$ cat src/rtl/swoa_pkg.sv
// ----------------------------------------------------------------------------
// swoa_pkg
// Shared types, constants and index helpers for the sonar window obstacle
// avoid block.
// ----------------------------------------------------------------------------
package swoa_pkg;

	// table geometry
	localparam int SENSORS      = 32;
	localparam int TBL_IDX_W    = (SENSORS > 1) ? $clog2(SENSORS) : 1;

	// field widths
	localparam int SENSOR_IDX_W = 5;
	localparam int RANGE_W      = 16;
	localparam int SPEED_W      = 13;
	localparam int RATE_W       = 13;
	localparam int TURN_W       = 14;

	// common width for comparing a sensor index against the table size
	localparam int IDX_X_W = ((TBL_IDX_W > SENSOR_IDX_W) ? TBL_IDX_W : SENSOR_IDX_W) + 1;

	// configuration port
	localparam int CFG_IDX_W  = 3;
	localparam int CFG_DATA_W = 16;

	localparam logic [CFG_IDX_W-1:0] REG_WINDOW_LEFT    = CFG_IDX_W'(0);
	localparam logic [CFG_IDX_W-1:0] REG_WINDOW_RIGHT   = CFG_IDX_W'(1);
	localparam logic [CFG_IDX_W-1:0] REG_AVOID_DISTANCE = CFG_IDX_W'(2);
	localparam logic [CFG_IDX_W-1:0] REG_HALT_DISTANCE  = CFG_IDX_W'(3);
	localparam logic [CFG_IDX_W-1:0] REG_CRUISE_SPEED   = CFG_IDX_W'(4);
	localparam logic [CFG_IDX_W-1:0] REG_TURN_RATE      = CFG_IDX_W'(5);

	// register reset values
	localparam logic [SENSOR_IDX_W-1:0] RST_WINDOW_LEFT    = SENSOR_IDX_W'(0);
	localparam logic [SENSOR_IDX_W-1:0] RST_WINDOW_RIGHT   = SENSOR_IDX_W'(7);
	localparam logic [RANGE_W-1:0]      RST_AVOID_DISTANCE = RANGE_W'(1000);
	localparam logic [RANGE_W-1:0]      RST_HALT_DISTANCE  = RANGE_W'(300);
	localparam logic [SPEED_W-1:0]      RST_CRUISE_SPEED   = SPEED_W'(200);
	localparam logic [RATE_W-1:0]       RST_TURN_RATE      = RATE_W'(500);

	// configuration register file
	typedef struct packed {
		logic [SENSOR_IDX_W-1:0] window_left;
		logic [SENSOR_IDX_W-1:0] window_right;
		logic [RANGE_W-1:0]      avoid_distance;
		logic [RANGE_W-1:0]      halt_distance;
		logic signed [SPEED_W-1:0] cruise_speed;
		logic [RATE_W-1:0]       turn_rate;
	} cfg_t;

	// controller to datapath commands
	typedef struct packed {
		logic wr;        // store the incoming reading
		logic start;     // load the walk address with the window low end
		logic walk;      // read one table entry and advance
		logic load_res;  // capture the result word into the output register
	} cmd_t;

	// datapath to controller status
	typedef struct packed {
		logic at_hi;     // walk address sits on the window high end
		logic out_free;  // output register can take a new word this cycle
	} sts_t;

	// true when a sensor index has an entry in the table
	function automatic logic in_table(input logic [SENSOR_IDX_W-1:0] v);
		logic [IDX_X_W-1:0] vx;
		vx = IDX_X_W'(v);
		return vx < IDX_X_W'(SENSORS);
	endfunction

	// table address of a sensor index (meaningful when in_table holds)
	function automatic logic [TBL_IDX_W-1:0] tbl_addr(input logic [SENSOR_IDX_W-1:0] v);
		logic [IDX_X_W-1:0] vx;
		vx = IDX_X_W'(v);
		return vx[TBL_IDX_W-1:0];
	endfunction

	// window end clamped to the last table entry
	function automatic logic [TBL_IDX_W-1:0] sat_index(input logic [SENSOR_IDX_W-1:0] v);
		logic [IDX_X_W-1:0] vx;
		vx = IDX_X_W'(v);
		if (vx >= IDX_X_W'(SENSORS - 1)) begin
			return TBL_IDX_W'(SENSORS - 1);
		end
		return vx[TBL_IDX_W-1:0];
	endfunction

endpackage

$ cat src/rtl/swoa_ctrl.sv
// ----------------------------------------------------------------------------
// swoa_ctrl
// Sequencer: stores readings, runs the window walk on a scan end word and
// hands the result word to the output register.
// ----------------------------------------------------------------------------
module swoa_ctrl (
	input  logic               clk,
	input  logic               arst_n,
	input  logic               in_valid,
	input  logic               scan_end,
	output logic               in_stall,
	input  swoa_pkg::sts_t     sts,
	output swoa_pkg::cmd_t     cmd
);

	typedef enum logic [3:0] {
		ST_IDLE = 4'b0001,
		ST_WALK = 4'b0010,
		ST_MIN  = 4'b0100,
		ST_RES  = 4'b1000
	} state_t;

	state_t state_q;
	state_t state_d;

	// next state and commands
	always_comb begin
		cmd      = '0;
		state_d  = state_q;
		in_stall = (state_q != ST_IDLE);
		unique case (state_q)
			ST_IDLE: begin
				cmd.wr = in_valid;
				if (in_valid && scan_end) begin
					cmd.start = 1'b1;
					state_d   = ST_WALK;
				end
			end
			ST_WALK: begin
				cmd.walk = 1'b1;
				if (sts.at_hi) begin
					state_d = ST_MIN;
				end
			end
			ST_MIN: begin
				// last entry of the window settles into the minimum
				state_d = ST_RES;
			end
			ST_RES: begin
				if (sts.out_free) begin
					cmd.load_res = 1'b1;
					state_d      = ST_IDLE;
				end
			end
			default: begin
				state_d = ST_IDLE;
			end
		endcase
	end

	// state register
	always_ff @(posedge clk or negedge arst_n) begin
		if (!arst_n) begin
			state_q <= ST_IDLE;
		end else begin
			state_q <= state_d;
		end
	end

endmodule

$ cat src/rtl/swoa_dp.sv
// ----------------------------------------------------------------------------
// swoa_dp
// Datapath: configuration registers, range table, window walk with running
// minimum, result math and output register.
// ----------------------------------------------------------------------------
module swoa_dp (
	input  logic                                     clk,
	input  logic                                     arst_n,
	input  logic                                     cfg_we,
	input  logic [swoa_pkg::CFG_IDX_W-1:0]           cfg_index,
	input  logic [swoa_pkg::CFG_DATA_W-1:0]          cfg_data,
	input  logic [swoa_pkg::SENSOR_IDX_W-1:0]        sensor_index,
	input  logic [swoa_pkg::RANGE_W-1:0]             range_mm,
	input  swoa_pkg::cmd_t                           cmd,
	output swoa_pkg::sts_t                           sts,
	input  logic                                     out_stall,
	output logic                                     out_valid,
	output logic                                     active,
	output logic signed [swoa_pkg::SPEED_W-1:0]      speed_cmd,
	output logic signed [swoa_pkg::TURN_W-1:0]       turn_cmd
);

	swoa_pkg::cfg_t cfg_q;

	logic [swoa_pkg::RANGE_W-1:0]   mem [swoa_pkg::SENSORS];
	logic [swoa_pkg::SENSORS-1:0]   vld_q;
	logic                           wr_hit;
	logic [swoa_pkg::TBL_IDX_W-1:0] wr_addr;

	logic [swoa_pkg::TBL_IDX_W-1:0] left;
	logic [swoa_pkg::TBL_IDX_W-1:0] right;
	logic [swoa_pkg::TBL_IDX_W-1:0] lo;
	logic [swoa_pkg::TBL_IDX_W-1:0] hi;

	logic [swoa_pkg::TBL_IDX_W-1:0] addr_q;
	logic                           first_q;
	logic                           rd_en_s1;
	logic                           first_s1;
	logic                           rd_vld_s1;
	logic [swoa_pkg::RANGE_W-1:0]   rd_data_s1;
	logic [swoa_pkg::TBL_IDX_W-1:0] addr_s1;
	logic [swoa_pkg::RANGE_W-1:0]   rd_val;

	logic [swoa_pkg::RANGE_W-1:0]   min_q;
	logic [swoa_pkg::TBL_IDX_W-1:0] id_q;

	logic                               act_d;
	logic signed [swoa_pkg::SPEED_W-1:0] speed_d;
	logic signed [swoa_pkg::TURN_W-1:0]  turn_d;
	logic signed [swoa_pkg::TURN_W-1:0]  rate_x;
	logic [swoa_pkg::TBL_IDX_W-1:0]     dist_l;
	logic [swoa_pkg::TBL_IDX_W-1:0]     dist_r;

	logic                               out_valid_q;
	logic                               active_q;
	logic signed [swoa_pkg::SPEED_W-1:0] speed_q;
	logic signed [swoa_pkg::TURN_W-1:0]  turn_q;

	// configuration registers
	always_ff @(posedge clk or negedge arst_n) begin
		if (!arst_n) begin
			cfg_q.window_left    <= swoa_pkg::RST_WINDOW_LEFT;
			cfg_q.window_right   <= swoa_pkg::RST_WINDOW_RIGHT;
			cfg_q.avoid_distance <= swoa_pkg::RST_AVOID_DISTANCE;
			cfg_q.halt_distance  <= swoa_pkg::RST_HALT_DISTANCE;
			cfg_q.cruise_speed   <= swoa_pkg::RST_CRUISE_SPEED;
			cfg_q.turn_rate      <= swoa_pkg::RST_TURN_RATE;
		end else if (cfg_we) begin
			unique case (cfg_index)
				swoa_pkg::REG_WINDOW_LEFT:
					cfg_q.window_left <= cfg_data[swoa_pkg::SENSOR_IDX_W-1:0];
				swoa_pkg::REG_WINDOW_RIGHT:
					cfg_q.window_right <= cfg_data[swoa_pkg::SENSOR_IDX_W-1:0];
				swoa_pkg::REG_AVOID_DISTANCE:
					cfg_q.avoid_distance <= cfg_data[swoa_pkg::RANGE_W-1:0];
				swoa_pkg::REG_HALT_DISTANCE:
					cfg_q.halt_distance <= cfg_data[swoa_pkg::RANGE_W-1:0];
				swoa_pkg::REG_CRUISE_SPEED:
					cfg_q.cruise_speed <= $signed(cfg_data[swoa_pkg::SPEED_W-1:0]);
				swoa_pkg::REG_TURN_RATE:
					cfg_q.turn_rate <= cfg_data[swoa_pkg::RATE_W-1:0];
				default: begin
				end
			endcase
		end
	end

	// window ends, clamped and ordered
	always_comb begin
		left  = swoa_pkg::sat_index(cfg_q.window_left);
		right = swoa_pkg::sat_index(cfg_q.window_right);
		if (left <= right) begin
			lo = left;
			hi = right;
		end else begin
			lo = right;
			hi = left;
		end
	end

	// range table write, readings beyond the table are dropped
	assign wr_hit  = cmd.wr && swoa_pkg::in_table(sensor_index);
	assign wr_addr = swoa_pkg::tbl_addr(sensor_index);

	always_ff @(posedge clk) begin
		if (wr_hit) begin
			mem[wr_addr] <= range_mm;
		end
	end

	// registered table read for the walk
	always_ff @(posedge clk) begin
		if (cmd.walk) begin
			rd_data_s1 <= mem[addr_q];
		end
		addr_s1 <= addr_q;
	end

	// entry valid bits and walk control
	always_ff @(posedge clk or negedge arst_n) begin
		if (!arst_n) begin
			vld_q     <= '0;
			addr_q    <= '0;
			first_q   <= 1'b0;
			rd_en_s1  <= 1'b0;
			first_s1  <= 1'b0;
			rd_vld_s1 <= 1'b0;
		end else begin
			if (wr_hit) begin
				vld_q[wr_addr] <= 1'b1;
			end
			rd_en_s1 <= cmd.walk;
			if (cmd.start) begin
				addr_q  <= lo;
				first_q <= 1'b1;
			end else if (cmd.walk) begin
				addr_q    <= addr_q + swoa_pkg::TBL_IDX_W'(1);
				first_q   <= 1'b0;
				first_s1  <= first_q;
				rd_vld_s1 <= vld_q[addr_q];
			end
		end
	end

	assign sts.at_hi = (addr_q == hi);

	// an entry never written reads as zero
	assign rd_val = rd_vld_s1 ? rd_data_s1 : '0;

	// running minimum, lowest index wins ties
	always_ff @(posedge clk) begin
		if (rd_en_s1 && (first_s1 || (rd_val < min_q))) begin
			min_q <= rd_val;
			id_q  <= addr_s1;
		end
	end

	// result word
	always_comb begin
		act_d  = (min_q < cfg_q.avoid_distance);
		dist_l = (id_q > left) ? (id_q - left) : (left - id_q);
		dist_r = (id_q > right) ? (id_q - right) : (right - id_q);
		rate_x = $signed({1'b0, cfg_q.turn_rate});
		speed_d = '0;
		turn_d  = '0;
		if (act_d) begin
			if (min_q >= cfg_q.halt_distance) begin
				speed_d = cfg_q.cruise_speed;
			end
			turn_d = (dist_l > dist_r) ? rate_x : -rate_x;
		end
	end

	// output register
	assign sts.out_free = !out_valid_q || !out_stall;

	always_ff @(posedge clk or negedge arst_n) begin
		if (!arst_n) begin
			out_valid_q <= 1'b0;
		end else if (cmd.load_res) begin
			out_valid_q <= 1'b1;
		end else if (!out_stall) begin
			out_valid_q <= 1'b0;
		end
	end

	always_ff @(posedge clk) begin
		if (cmd.load_res) begin
			active_q <= act_d;
			speed_q  <= speed_d;
			turn_q   <= turn_d;
		end
	end

	assign out_valid = out_valid_q;
	assign active    = active_q;
	assign speed_cmd = speed_q;
	assign turn_cmd  = turn_q;

`ifndef SYNTHESIS
	// walk stays inside the ordered window
	a_walk_bounds: assert property (@(posedge clk) disable iff (!arst_n)
		cmd.walk |-> (addr_q >= lo && addr_q <= hi))
		else $error("walk address outside window");

	// no table write while a walk is running
	a_no_wr_in_walk: assert property (@(posedge clk) disable iff (!arst_n)
		cmd.wr |-> !cmd.walk)
		else $error("table write during walk");

	// running minimum never grows after the first entry
	a_min_monotonic: assert property (@(posedge clk) disable iff (!arst_n)
		(rd_en_s1 && !first_s1) |=> (min_q <= $past(min_q)))
		else $error("window minimum increased");

	// a new output word only follows a result load
	a_out_from_load: assert property (@(posedge clk) disable iff (!arst_n)
		$rose(out_valid_q) |-> $past(cmd.load_res))
		else $error("output valid without result load");
`endif

endmodule

$ cat src/rtl/sonar_window_obstacle_avoid_core.sv
// ----------------------------------------------------------------------------
// sonar_window_obstacle_avoid_core
// Sonar frontal window obstacle avoid reflex: stores range readings and, at
// the end of each scan, emits one motion command from the window minimum.
// ----------------------------------------------------------------------------
// Usage
// Input channel (in_valid / in_stall) carries one reading per word: sensor
// index, range and a scan end flag. Ordinary readings are stored in the range
// table, and the block takes a word every cycle while in_stall is low.
// A word with scan_end set is stored, then the table is walked over the
// inclusive window between window_left and window_right (ends clamped to the
// last sensor and ordered), one entry per cycle through the single table read
// port. in_stall stays high through the walk, the settle state and the result
// state, and the output word is loaded as the block returns to idle.
// Output channel (out_valid / out_stall) holds one result word in a register;
// while it is stalled, plain readings are still taken, and a scan end word
// waits with its result until the register frees up, stalling the input.
// Configuration writes (cfg_we, cfg_index, cfg_data) take effect at the next
// edge; the user must write only while idle; the block does not enforce it.
// Reset clears the output register and marks every table entry unwritten so
// that it reads as zero range, and restores the register defaults.
// ----------------------------------------------------------------------------
module sonar_window_obstacle_avoid_core (
	input  logic                                  clk,
	input  logic                                  arst_n,
	input  logic                                  cfg_we,
	input  logic [swoa_pkg::CFG_IDX_W-1:0]        cfg_index,
	input  logic [swoa_pkg::CFG_DATA_W-1:0]       cfg_data,
	input  logic                                  in_valid,
	output logic                                  in_stall,
	input  logic [swoa_pkg::SENSOR_IDX_W-1:0]     sensor_index,
	input  logic [swoa_pkg::RANGE_W-1:0]          range_mm,
	input  logic                                  scan_end,
	output logic                                  out_valid,
	input  logic                                  out_stall,
	output logic                                  active,
	output logic signed [swoa_pkg::SPEED_W-1:0]   speed_cmd,
	output logic signed [swoa_pkg::TURN_W-1:0]    turn_cmd
);

	swoa_pkg::cmd_t cmd;
	swoa_pkg::sts_t sts;

	// sequencer
	swoa_ctrl u_ctrl (
		.clk      (clk),
		.arst_n   (arst_n),
		.in_valid (in_valid),
		.scan_end (scan_end),
		.in_stall (in_stall),
		.sts      (sts),
		.cmd      (cmd)
	);

	// table, walk and result datapath
	swoa_dp u_dp (
		.clk          (clk),
		.arst_n       (arst_n),
		.cfg_we       (cfg_we),
		.cfg_index    (cfg_index),
		.cfg_data     (cfg_data),
		.sensor_index (sensor_index),
		.range_mm     (range_mm),
		.cmd          (cmd),
		.sts          (sts),
		.out_stall    (out_stall),
		.out_valid    (out_valid),
		.active       (active),
		.speed_cmd    (speed_cmd),
		.turn_cmd     (turn_cmd)
	);

endmodule
$ cat config.mk
export PLATFORM = sky130hd
export DESIGN_NAME = sonar_window_obstacle_avoid_core
export DESIGN_NICKNAME = d
export VERILOG_FILES = /design/src/rtl/swoa_pkg.sv /design/src/rtl/swoa_ctrl.sv /design/src/rtl/swoa_dp.sv /design/src/rtl/sonar_window_obstacle_avoid_core.sv
export SDC_FILE = /design/constraint.sdc
export NUM_CORES = 1
export LEC_CHECK = 0
export BUFFER_PORTS_ARGS = -buffer_cell sky130_fd_sc_hd__clkbuf_2
export CAP_MARGIN = 20
export CORE_MARGIN = 1.5
export CORE_UTILIZATION = 45
export CTS_CLUSTER_SIZE = 28
export DETAILED_ROUTE_END_ITERATION = 12
export GPL_ROUTABILITY_DRIVEN = 0
export MAX_ROUTING_LAYER = met4
export SYNTH_ARGS = -nofsm -noshare
export SYNTH_HDL_FRONTEND = slang
export SYNTH_HIERARCHICAL = 1
export SYNTH_SLANG_ARGS = --single-unit
$ cat constraint.sdc
create_clock -name clk -period 4.5 [get_ports clk]
set_input_delay 0.225 -clock clk [delete_from_list [all_inputs] [get_ports clk]]
set_output_delay 0.225 -clock clk [all_outputs]
set_load 0.02 [all_outputs]
---- Word-level counts from Yosys, hierarchy flattened ----
Memories as Yosys holds them, arrays and structs flattened. A register that Yosys moved wholly into a read port is not among the register bits.
Index checks and enable logic that the tools add are counted.
cells by class
  add/subtract/negate cells ............... 6
  order comparisons ....................... 12
  eq/ne operators ......................... 15
  muxes and demuxes ....................... 33
  bitwise logic cells ..................... 3
  reductions and logical operators ........ 19
operator list
  operator                                                     count
  two-way mux 5 bit                                            10
  less-than comparator 16 bit                                  2
  bitwise OR 32 bit                                            1
  subtractor 5 bit                                             4
  >= comparator 16 bit                                         1
  two-way mux 16 bit                                           1
  case mux 4 bit (4 select lines)                              1
  AND reduction 2 bit                                          8
  > comparator 5 bit                                           3
  two-way mux 1 bit                                            14
  negator 13 -> 14 bit                                         1
  two-way mux 13 bit                                           1
  less-than comparator 5 x 6 -> 1 bit (second input constant)  2
  two-way mux 4 bit                                            3
  >= comparator 5 bit (second input constant)                  2
  equality test 3 x 2 -> 1 bit (second input constant)         2
  equality test 3 bit (second input constant)                  2
  adder 5 x 1 -> 5 bit (second input constant)                 1
  binary-select mux 1 bit (select 5 bit)                       1
  demux 1 bit (select 5 bit)                                   1
  equality test 5 bit                                          1
  >= comparator 5 x 1 -> 1 bit (second input constant)         1
  <= comparator 5 bit                                          1
  equality test 4 x 1 -> 1 bit (second input constant)         1
  16 further kinds                                             23
storage, ports and cells
  register bits ........................... 168
  bits in writable memories ............... 512
  input bits .............................. 46
  word-level logic and storage cells ...... 110
  memories ................................ 1
memories
  name      depth  width  rd ports  clocked after memory_dff  wr ports  line           RTL
  u_dp.mem  32     16     1         1                         1         swoa_dp.sv:25  logic [swoa_pkg::RANGE_W-1:0] mem [swoa_pkg::SENSORS];

---- Logic depth before layout (Yosys ltp) ----
Gate-level depths: netlist (run 1).
  word-level depth ........................ 8
  gate-level depth with buffers ........... 18

---- Hierarchy ----
Netlist (run 1), hierarchy kept.
by module, submodules not included
  module     instances  cells an instance  area an instance (sq um)
  swoa_dp    1          1,520              28,506.1
  swoa_ctrl  1          18                 207.7

---- Worst setup path before layout (run 1) ----
OpenSTA, ideal clock, no wires.
  kind .................................... flip-flop to flip-flop
  start point ............................. reg u_dp.out_valid_q (netlist: u_dp/out_valid)
  end point ............................... reg u_dp.active_q (netlist: u_dp/active), enable pin
  library setup time ...................... 0.485 ns
  data arrival time ....................... 3.337 ns
  setup slack ............................. 0.677 ns
  stages on the path, launching flop included .. 4
  cells stage by stage .................... dfrtp_1 > nand2_1 > nand2_1 > nor4_1
RTL lines
  what                      line            RTL
  start: declaration        swoa_dp.sv:54   logic out_valid_q;
  start signal: assignment  swoa_dp.sv:179  out_valid_q <= 1'b0;
  start signal: assignment  swoa_dp.sv:181  out_valid_q <= 1'b1;
  start signal: assignment  swoa_dp.sv:183  out_valid_q <= 1'b0;
  end signal: assignment    swoa_dp.sv:189  active_q <= act_d;
  end: declaration          swoa_dp.sv:55   logic active_q;

---- Final worst setup path (run 1) ----
  start point ............................. reg u_dp/id_q[1] (netlist name)
  end point ............................... reg u_dp.turn_q, in the netlist u_dp/turn_cmd[2], data pin
on the way
  cells in the longest elaborated chain, start to end .. 4
ends and longest elaborated chain
  what                                            line                            RTL
  start: declaration                              swoa_dp.sv:45                   logic [swoa_pkg::TBL_IDX_W-1:0] id_q;
  start signal: assignment                        swoa_dp.sv:154                  id_q <= addr_s1;
  subtractor 5 bit, or another cell as far along  swoa_dp.sv:161                  dist_l = (id_q > left) ? (id_q - left) : (left - id_q);
  two-way mux 5 bit (on tied branches)            swoa_dp.sv:161, swoa_dp.sv:162
  > comparator 5 bit (*)                          swoa_dp.sv:170                  turn_d = (dist_l > dist_r) ? rate_x : -rate_x;
  two-way mux 13 bit (*)                          swoa_dp.sv:170
  end signal: assignment                          swoa_dp.sv:191                  turn_q <= turn_d;
  end: declaration                                swoa_dp.sv:57                   logic signed [swoa_pkg::TURN_W-1:0] turn_q;
Every way passes the cells marked *; elsewhere a longest branch is shown, timed or not.
A chain may end at the register's enable or synchronous reset.

==> impl_metrics.env, run 1 <==
export IMPL_final_hold_violation_count=0
export IMPL_grt_first_pass_wirelength_um=96130
export IMPL_cap_viol_max_count=0
export IMPL_seqCellArea_um2=20320
export IMPL_slew_headroom=0.3341
export IMPL_reg2reg_depth=15
export IMPL_hp_start="cfg_index[1]"
export IMPL_hold_class="input port to flop"
export IMPL_pwr_share_seq=0.415
export IMPL_syn2layout_area_growth_pct=15.05
export IMPL_grt_pass1_vias=15060
export IMPL_wl_um=62420
export IMPL_seq_area_frac_synth=0.7073
export IMPL_yosysWarnings=6
export IMPL_dp_hpwl_um=39540
export IMPL_final_cell_mix="edfxtp_1 (577), mux4_2 (170), dfrtp_1 (87)"
export IMPL_synthArstFlopShare=0.1638
export IMPL_nFillCells=5060
export IMPL_swShare=0.2806
export IMPL_clock_latency_ps=620
export IMPL_fin_setup_tns_ps=0
export IMPL_first_iter_violations=1036
export IMPL_multi_input_area_um2=7939
export IMPL_finalCritPeriodShare=0.8482
export IMPL_crit_arrival_ps=4160
export IMPL_maxSlewViolCount=0
export IMPL_synth_seq_cells=696
export IMPL_pwr_share_comb=0.263
export IMPL_rsz0062_at_grt="false"
export IMPL_numCtsBuffers=73
export IMPL_die_area_um2=65330
export IMPL_drc=0
export IMPL_clockRootBuffer="clkbuf_16"
export IMPL_firstDrtPassIters=5
export IMPL_synth_edf_count=577
export IMPL_ys_types=56
export IMPL_drive_above_1_share=0.3259
export IMPL_status="finished, final reports clean"
export IMPL_syn_area_per_cell_um2=18.67
export IMPL_cp_max_fo=14
export IMPL_power_w=0.01884
export IMPL_whs_endpoint="u_dp/cfg_q[64]"
export IMPL_cts_htree_levels=3
export IMPL_place_ws_ps=782.7
export IMPL_path_delay_family="compound AO/OA/AOI/OAI gates"
export IMPL_crit_cells=15
export IMPL_leakage_nw=11.68
export IMPL_hold_path_depth=3
export IMPL_drtAntennaViolNets=0
export IMPL_cts_sinks=696
export IMPL_overflow=0
export IMPL_finClkSkew_ps=42.40
export IMPL_final_min_clock_period_ps=3817
export IMPL_layout_setup_ws_ps=683.2
export IMPL_cts_tree="done"
export IMPL_rows=92
export IMPL_tightest_slew_ps=996.3
export IMPL_layout_commonest_cell="edfxtp_1"
export IMPL_vdd_ir_drop_max_mv=0.3791
export IMPL_required_ps=4840
export IMPL_cp_slowest_cell="edfxtp_1"
export IMPL_max_freq_mhz=262.0
export IMPL_netlist_instances=1538
export IMPL_io_buffers=75
export IMPL_antenna_found_initial=2
export IMPL_startpoint_type="flop"
export IMPL_cp_cell_sequence="inv_1 > ha_1 > inv_1 > o22ai_1 > a31oi_1 > or2_2 > mux2i_1 > a31oi_1 > xor2_1 > ha_1 > o22ai_1 > a21o_1 > nor2b_1 > xnor2_1 > nor2_1"
export IMPL_die_h_um=255.6
export IMPL_grt_max_degree=60
export IMPL_max_stage_delay_ps=460
export IMPL_die_w_um=255.6
export IMPL_r2r_setup_slack_ps=680
export IMPL_io_pins=76
export IMPL_power_frac_clock=0.322
export IMPL_clk_path_buf_depth=3
export IMPL_cts_setup_buffers=0
export IMPL_clk_pin_slew_worst_paths_ps=60
export IMPL_p_sw_w=0.005287
export IMPL_via_per_inst=5.531
export IMPL_core_area_um2=63080
export IMPL_track_usage=0.2032
export IMPL_worstReg2RegEnd="u_dp/turn_cmd[2]"
export IMPL_crit_type="flop to flop"
export IMPL_route_detailed_wl_per_inst_um=24.04
export IMPL_p_per_area_nw_per_um2=570.5
export IMPL_initial_utilization=0.4552
export IMPL_setup_violations_final=0
export IMPL_fin_nets=1810
export IMPL_power_internal_w=0.01356
export IMPL_dr_total_vias=14360
export IMPL_netlist_area_um2=28710
export IMPL_synth_main_ff_cell="edfxtp_1"
export IMPL_startpoint="u_dp/id_q[1]"
export IMPL_r2r_start="u_dp/id_q[1]"
export IMPL_end_kind="flop"
export IMPL_mappedNetlistNets=1658
export IMPL_crit_buf_inv=2
## repair_timing
item / CTS / global route
gates resized for setup: 0 / 0
hold endpoints to repair: 93 / 0
hold buffers: 18 / 0
## metal layers
metal,vias up,routed length (um),GRT usage
met4,0,1553,0.05506
met3,110,2703,0.03248
met1,7575,26720,0.2668
met5,-,0,-
li1,6348,-,-
met2,330,31440,0.3314
## worst max path at each step
| stage | slack [ps] | endpoint |
|---|---|---|
| after detailed placement | 780 | u_dp/turn_cmd[2] |
| after global placement | 820 | u_dp/turn_cmd[4] |
| after global routing | 390 | u_dp/turn_cmd[2] |
| after CTS | 770 | u_dp/turn_cmd[2] |
| after floorplan | 680 | u_dp/active |
| final | 680 | u_dp/turn_cmd[2] |
## synthesized netlist by cell type (10+ instances only)
cell      number  area share
mux4_2       170        0.13
clkbuf_1      44      0.0058
buf_4         10      0.0026
or2_2         34      0.0074
edfxtp_1     577        0.60
nand2b_1      11      0.0024
a21o_1        17      0.0044
nor2_1        61      0.0080
a21oi_1       33      0.0058
inv_1         72      0.0094
mux2_2        62       0.024
o21ai_0       40      0.0070
mux2i_1       12      0.0042
nand2_1       44      0.0058
and2_1        31      0.0068
xnor2_1       10      0.0031
dfrtp_1       91       0.079
ha_1          72       0.031
xor2_1        19      0.0058
dfstp_2       23       0.021
## kinds of logic (layout without fill, tap and decap cells)
family,Yosys count,in the layout,synth area share
other,0,2,0
AOI/OAI and AO/OA,119,119,0.02510
and+or+nand+nor,234,234,0.04327
muxes,244,244,0.1618
DFF,696,696,0.7073
adders and majority gates,75,75,0.03312
buffers and inverters,141,352,0.02057
xor gates and xnor gates,29,29,0.008846
## stage by stage
stage	cells	hold WS (ps)	utilization	cell area, um2
after CTS	2594	96.84	0.5234	33010
after global routing	2597	142.7	0.5237	33030
final	2597	126.8	0.5237	33030
after global placement	2441	250.9	0.4819	30400
after detailed placement	2442	264.8	0.4820	30410
after floorplan	1538	-70.59	-	28710
## worst register-to-register path, stage by stage (launching register included)
cell and delay (ps):
edfxtp_1 460, inv_1 120, ha_1 340, inv_1 80, o22ai_1 190, a31oi_1 110
or2_2 360, mux2i_1 170, a31oi_1 250, xor2_1 230, ha_1 280, o22ai_1 170
a21o_1 390, nor2b_1 230, xnor2_1 140, nor2_1 60
## sequential cells by signal (all words and copies together) (netlist names)
| name | cells |
|---|---|
| u_ctrl/state_q | 4 |
| u_dp/active | 1 |
| u_dp/addr_q | 5 |
| u_dp/addr_s1 | 5 |
| u_dp/cfg_q | 68 |
| u_dp/first_q | 1 |
| u_dp/first_s1 | 1 |
| u_dp/id_q | 5 |
| u_dp/mem | 512 |
| u_dp/min_q | 16 |
| u_dp/out_valid | 1 |
| u_dp/rd_data_s1 | 16 |
| u_dp/rd_en_s1 | 1 |
| u_dp/rd_vld_s1 | 1 |
| u_dp/speed_cmd | 13 |
| u_dp/turn_cmd | 14 |
| u_dp/vld_q | 32 |
## cell type report
cell class                      instances  area share
Clock buffer                           92     0.05875
Antenna cell                            2   0.0001515
Tap cell                              846     0.03204
Timing Repair Buffer                  146     0.03079
Sequential cell                       696      0.6151
Clock inverter                         42     0.01470
Inverter                               72    0.008181
Multi-Input combinational cell        701      0.2403
## power groups by stage
stage / sequential, W / combinational, W / clock (W)
floorplan: 0.00772 / 0.00376 / 0
global placement: 0.00795 / 0.00496 / 0
detailed placement: 0.00797 / 0.00501 / 0
CTS: 0.00784 / 0.00504 / 0.00621
global route: 0.00789 / 0.00537 / 0.00644
finish: 0.00783 / 0.00495 / 0.00607
(Power assumes the default switching activity.)
==> run 2, diff against run 1 <==
==> constraint.sdc (replaced) <==
create_clock -name clk -period 3.92 [get_ports clk]
set_input_delay 0.196 -clock clk [delete_from_list [all_inputs] [get_ports clk]]
set_output_delay 0.196 -clock clk [all_outputs]
set_load 0.02 [all_outputs]
==> run 2 against run 1 <==
Effect of this change: global-route usage decreased by 0.24 points; largest power group unchanged; highest routed layer unchanged; via count increased by 0.18%; largest cell class unchanged; core utilization up 0.087 points; register-to-register slack got worse by 210 ps; combinational power rose by 15%; count of clock-buffer cells in the layout up 6; sequential share of layout area shrank 0.10 points.
==> impl_metrics.env, run 2 (synthesis results as in run 1) <==
export IMPL_reg_largest_list="u_dp/mem: 512 flops, u_dp/cfg_q: 68 flops, u_dp/vld_q: 32 flops"
export IMPL_place_ws_ps=313.3
export IMPL_io_pins=76
export IMPL_setup_violations_final=0
export IMPL_via_per_inst=5.521
export IMPL_fin_setup_tns_ps=0
export IMPL_startpoint_type="flop"
export IMPL_die_h_um=255.6
export IMPL_initial_utilization=0.4552
export IMPL_layout_setup_ws_ps=475.3
export IMPL_cts_setup_buffers=0
export IMPL_r2r_start="u_dp/cfg_q[59]"
export IMPL_die_w_um=255.6
export IMPL_syn2layout_area_growth_pct=15.24
export IMPL_top_register="u_dp/mem"
export IMPL_drtAntennaViolNets=0
export IMPL_vdd_ir_drop_max_mv=0.4374
export IMPL_cp_max_fo=14
export IMPL_layout_commonest_cell="edfxtp_1"
export IMPL_finClkSkew_ps=25.43
export IMPL_track_usage=0.2008
export IMPL_final_hold_violation_count=0
export IMPL_rsz0062_at_grt="false"
export IMPL_slew_headroom=0.3501
export IMPL_grt_max_degree=64
export IMPL_status="finished, final reports clean"
export IMPL_core_area_um2=63080
export IMPL_leakage_nw=11.71
export IMPL_grt_first_pass_wirelength_um=94850
export IMPL_cts_tree="done"
export IMPL_overflow=0
export IMPL_max_freq_mhz=290.3
export IMPL_nFillCells=5095
export IMPL_crit_type="flop to flop"
export IMPL_maxSlewViolCount=0
export IMPL_required_ps=4250
export IMPL_cts_sinks=696
export IMPL_first_iter_violations=1039
export IMPL_fin_nets=1819
export IMPL_numCtsBuffers=75
export IMPL_wl_um=62230
export IMPL_largest_reg_flops=512
export IMPL_finalCritPeriodShare=0.8787
export IMPL_startpoint="u_dp/cfg_q[59]"
export IMPL_cts_htree_levels=3
export IMPL_final_cell_mix="edfxtp_1 (577), mux4_2 (170), dfrtp_1 (87)"
export IMPL_route_detailed_wl_per_inst_um=23.88
export IMPL_hp_start="cfg_index[1]"
export IMPL_clk_pin_slew_worst_paths_ps=60
export IMPL_clock_latency_ps=620
export IMPL_antenna_found_initial=3
export IMPL_final_min_clock_period_ps=3445
export IMPL_clk_path_buf_depth=3
export IMPL_tightest_slew_ps=972.3
export IMPL_p_per_area_nw_per_um2=645.8
export IMPL_crit_arrival_ps=3780
export IMPL_grt_pass1_vias=15030
export IMPL_cap_viol_max_count=0
export IMPL_hold_class="input port to flop"
export IMPL_whs_ps=100.5
export IMPL_clockRootBuffer="clkbuf_16"
export IMPL_drc=0
export IMPL_drive_above_1_share=0.3299
export IMPL_dr_total_vias=14390
export IMPL_end_kind="flop"
export IMPL_io_buffers=75
export IMPL_firstDrtPassIters=7
export IMPL_dp_hpwl_um=38820
export IMPL_die_area_um2=65330
export IMPL_rows=92
## run 2: cell types whose count changed in the layout (fill, tap and decap cells not counted), moves of 2 or more
cell / previous run / this run
clkbuf_16: 75 / 77
inv_6: 1 / 3
bufinv_16: 9 / 1
buf_12: 4 / 14
clkbuf_8: 0 / 5
clkinv_2: 13 / 17
buf_4: 48 / 46
clkinvlp_4: 5 / 3
## run 2: cell type report
type	instances	area, um2	share of cell area
clock buffers	98	2056	0.06213
repair buffers	153	1191	0.03600
flip-flops and latches	696	20320	0.6140
inverters	72	270.3	0.008168
diodes	2	5.005	0.0001513
multi-input cells	701	7935	0.2398
clock inverters	38	255.2	0.007714
well taps	846	1059	0.03199
## run 2: stage by stage
stage | utilization | cells | power (W) | area (um2)
final | 0.5246 | 2606 | 0.02137 | 33090
after global routing | 0.5245 | 2605 | 0.02239 | 33090
after CTS | 0.5242 | 2603 | 0.02166 | 33070
after detailed placement | 0.4847 | 2449 | 0.01500 | 30580
after global placement | 0.4847 | 2449 | 0.01492 | 30580
after floorplan | - | 1538 | 0.01318 | 28710
## run 2: power breakdown
part,internal [W],switching (W)
combinational,0.00292,0.00275
clock,0.00378,0.00282
sequential,0.00858,0.000518
## run 2: layer usage
metal	part of all wire	global-route usage	vias up
met4	0.030	0.06640	0
met5	0	-	-
met1	0.43	0.2656	7588
met3	0.046	0.03624	113
met2	0.49	0.3167	328
li1	-	-	6360
## run 2: timing repair
item	in CTS	in global routing
gates resized for setup	0	1
hold buffers	18	0
setup endpoints to repair	0	6
endpoints found under the hold margin	116	0
## run 2: worst max-delay path: stages, from the launching register on
cell and delay (ps):
dfstp_2 590, ha_1 180, inv_1 70, o22ai_1 180, a31oi_1 110, or2_2 370
mux2i_1 240, xnor2_1 190, ha_1 290, o21a_1 110, o21ai_0 160, a21o_2 310
o31ai_1 140, xor2_1 170, nor2_1 60
## run 2: final timing paths
path                                endpoint  slack (ps)  depth (start not counted)
max                        u_dp/turn_cmd[12]         480                         14
min                           u_dp/cfg_q[67]         100                          3
max reg2reg                u_dp/turn_cmd[12]         480                         14
min reg2reg                     u_dp/id_q[3]         400                          0
max in group asynchronous      u_dp/cfg_q[4]        2690                          3
min in group asynchronous     u_dp/out_valid         270                          2
==> run 3, diff against run 2 <==
--- a/config.mk
+++ b/config.mk
@@ -8,11 +8,13 @@
 export BUFFER_PORTS_ARGS = -buffer_cell sky130_fd_sc_hd__clkbuf_2
 export CAP_MARGIN = 20
 export CORE_MARGIN = 1.5
-export CORE_UTILIZATION = 45
+export CORE_UTILIZATION = 50
 export CTS_CLUSTER_SIZE = 28
 export DETAILED_ROUTE_END_ITERATION = 12
 export GPL_ROUTABILITY_DRIVEN = 0
 export MAX_ROUTING_LAYER = met4
+export PLACE_DENSITY = 0.66
+export SLEW_MARGIN = 10
 export SYNTH_ARGS = -nofsm -noshare
 export SYNTH_HDL_FRONTEND = slang
 export SYNTH_HIERARCHICAL = 1
==> run 3 against run 2 <==
Effect of this change: maximum frequency fell by 5.7%; critical path depth rose by 1; register-to-register slack got worse by 210 ps; first-iteration DRC count rose by 19%; die area fell by 9.9%; clock skew rose by 0.59 ps; via count rose by 0.34%; setup slack got worse by 210 ps; final cell count fell by 3.3%; final area barely moved; critical endpoint is now u_dp/turn_cmd[2].
==> impl_metrics.env, run 3 (synthesis results as in run 1) <==
export IMPL_firstDrtPassIters=6
export IMPL_place_area_um2=30460
export IMPL_cts_htree_levels=3
export IMPL_rows=87
export IMPL_die_area_um2=58870
export IMPL_cp_cell_sequence="inv_1 > ha_1 > inv_1 > o22ai_1 > a31oi_1 > or2_2 > mux2i_2 > a31oi_1 > xor2_1 > ha_1 > o22ai_2 > a21o_2 > nor2b_1 > xnor2_1 > nor2_1"
export IMPL_antenna_found_initial=6
export IMPL_io_buffers=75
export IMPL_clk_pin_slew_worst_paths_ps=60
export IMPL_numCtsBuffers=72
export IMPL_cp_slowest_cell="edfxtp_1"
export IMPL_design_area_um2=33110
export IMPL_hold_class="input port to flop"
export IMPL_reg_largest_list="u_dp/mem: 512 flops, u_dp/cfg_q: 68 flops, u_dp/vld_q: 32 flops"
export IMPL_layout_commonest_cell="edfxtp_1"
export IMPL_max_freq_mhz=273.7
export IMPL_largest_reg_flops=512
export IMPL_slew_headroom=0.2668
export IMPL_die_w_um=242.6
export IMPL_setup_violations_final=0
export IMPL_core_area_um2=56600
export IMPL_grt_first_pass_wirelength_um=93770
export IMPL_clockRootBuffer="clkbuf_16"
export IMPL_p_per_area_nw_per_um2=656.0
export IMPL_dp_hpwl_um=37950
export IMPL_crit_arrival_ps=3990
export IMPL_end_kind="flop"
export IMPL_finalCritPeriodShare=0.9320
export IMPL_cp_max_fo=7
export IMPL_final_min_clock_period_ps=3654
export IMPL_cap_viol_max_count=0
export IMPL_initial_utilization=0.5073
export IMPL_rsz0062_at_grt="false"
export IMPL_wl_um=61440
export IMPL_final_cell_mix="edfxtp_1 (577), mux4_2 (170), dfrtp_1 (87)"
export IMPL_final_hold_violation_count=0
export IMPL_route_detailed_wl_per_inst_um=24.39
export IMPL_cts_tree="done"
export IMPL_fin_nets=1820
export IMPL_fin_setup_tns_ps=0
export IMPL_maxSlewViolCount=0
export IMPL_required_ps=4260
export IMPL_leakage_nw=11.79
export IMPL_overflow=0
export IMPL_vdd_ir_drop_max_mv=0.3954
export IMPL_drtAntennaViolNets=0
export IMPL_drc=0
export IMPL_finClkSkew_ps=26.03
export IMPL_status="finished, final reports clean"
export IMPL_via_per_inst=5.732
export IMPL_crit_type="flop to flop"
export IMPL_top_register="u_dp/mem"
export IMPL_clock_latency_ps=610
export IMPL_track_usage=0.2227
export IMPL_startpoint_type="flop"
export IMPL_syn2layout_area_growth_pct=15.31
export IMPL_drive_above_1_share=0.3339
export IMPL_dr_total_vias=14440
export IMPL_io_pins=76
export IMPL_cts_sinks=696
export IMPL_grt_max_degree=68
export IMPL_clk_path_buf_depth=3
export IMPL_die_h_um=242.6
export IMPL_tightest_slew_ps=1100
export IMPL_first_iter_violations=1232
export IMPL_max_stage_delay_ps=410
export IMPL_grt_pass1_vias=15060
[run 3: changes by cell type in the layout (fill, tap and decap cells not counted), sizes merged]
cell	change
bufinv	+5
diode	+3
clkinv	-5
buf	+3
clkinvlp	-3
a21o	+1
clkbuf	-3
inv	+2
[run 3: final timing paths]
path	start	endpoint	slack, ps	depth (start not counted)
setup / recovery	u_dp/id_q[1]	u_dp/turn_cmd[2]	270	15
hold / removal	cfg_index[1]	u_dp/cfg_q[63]	80	3
setup reg to reg	u_dp/id_q[1]	u_dp/turn_cmd[2]	270	15
hold reg to reg	u_dp/addr_s1[0]	u_dp/id_q[0]	400	0
max in group asynchronous	arst_n	u_dp/cfg_q[49]	2710	3
min in group asynchronous	arst_n	u_dp/cfg_q[14]	240	2
[run 3: critical path: cells and delay by family, from the launching register on]
kind | cells | cell delay (ps)
AO/OA/AOI/OAI | 5 | 1020
XOR/XNOR | 2 | 350
adder cells (fa/ha/maj) | 2 | 620
buffers and inverters | 2 | 170
flip-flops | 1 | 410
multiplexers | 1 | 180
AND/OR/NAND/NOR | 3 | 630
[run 3: power breakdown]
group	leakage [nW]	switching [W]	internal, W
logic	4.00	0.00270	0.00297
registers	6.59	0.000572	0.00858
clock network	1.20	0.00280	0.00409
[run 3: cell type report]
| class | count | area (um2) |
|---|---|---|
| inverters | 72 | 270.3 |
| clock buffers | 95 | 2042 |
| clock inverters | 37 | 376.6 |
| well taps | 756 | 945.9 |
| fillers | 4192 | 23490 |
| flip-flops and latches | 696 | 20320 |
| repair buffers | 156 | 1189 |
| multi-input cells | 702 | 7956 |
| diodes | 5 | 12.51 |
[run 3: metal layers]
metal | routed length (um) | vias up | track usage
met5 | 0 | - | -
met1 | 25550 | 7559 | 0.2867
met4 | 1663 | 0 | 0.06924
li1 | - | 6350 | -
met3 | 3438 | 103 | 0.04423
met2 | 30790 | 426 | 0.3604
[run 3: what timing repair did]
| action | CTS | global route |
|---|---|---|
| endpoints found under the hold margin | 118 | 0 |
| buffers inserted | 0 | 1 |
| hold buffers | 18 | 0 |
| gates resized for setup | 0 | 5 |
| endpoints found under the setup margin | 0 | 12 |
[run 3: per-stage QoR]
step | total power [W] | setup slack (ps) | util | hold slack, ps | cells
after global routing | 0.02267 | 43.68 | 0.5849 | 81.19 | 2519
final | 0.02172 | 266.5 | 0.5849 | 75.05 | 2519
after global placement | 0.01481 | 269.3 | 0.5379 | 384.7 | 2360
after floorplan | 0.01318 | 97.08 | - | -99.59 | 1538
after CTS | 0.02183 | 112.4 | 0.5840 | 47.70 | 2511
after detailed placement | 0.01490 | 124.0 | 0.5381 | 389.5 | 2361
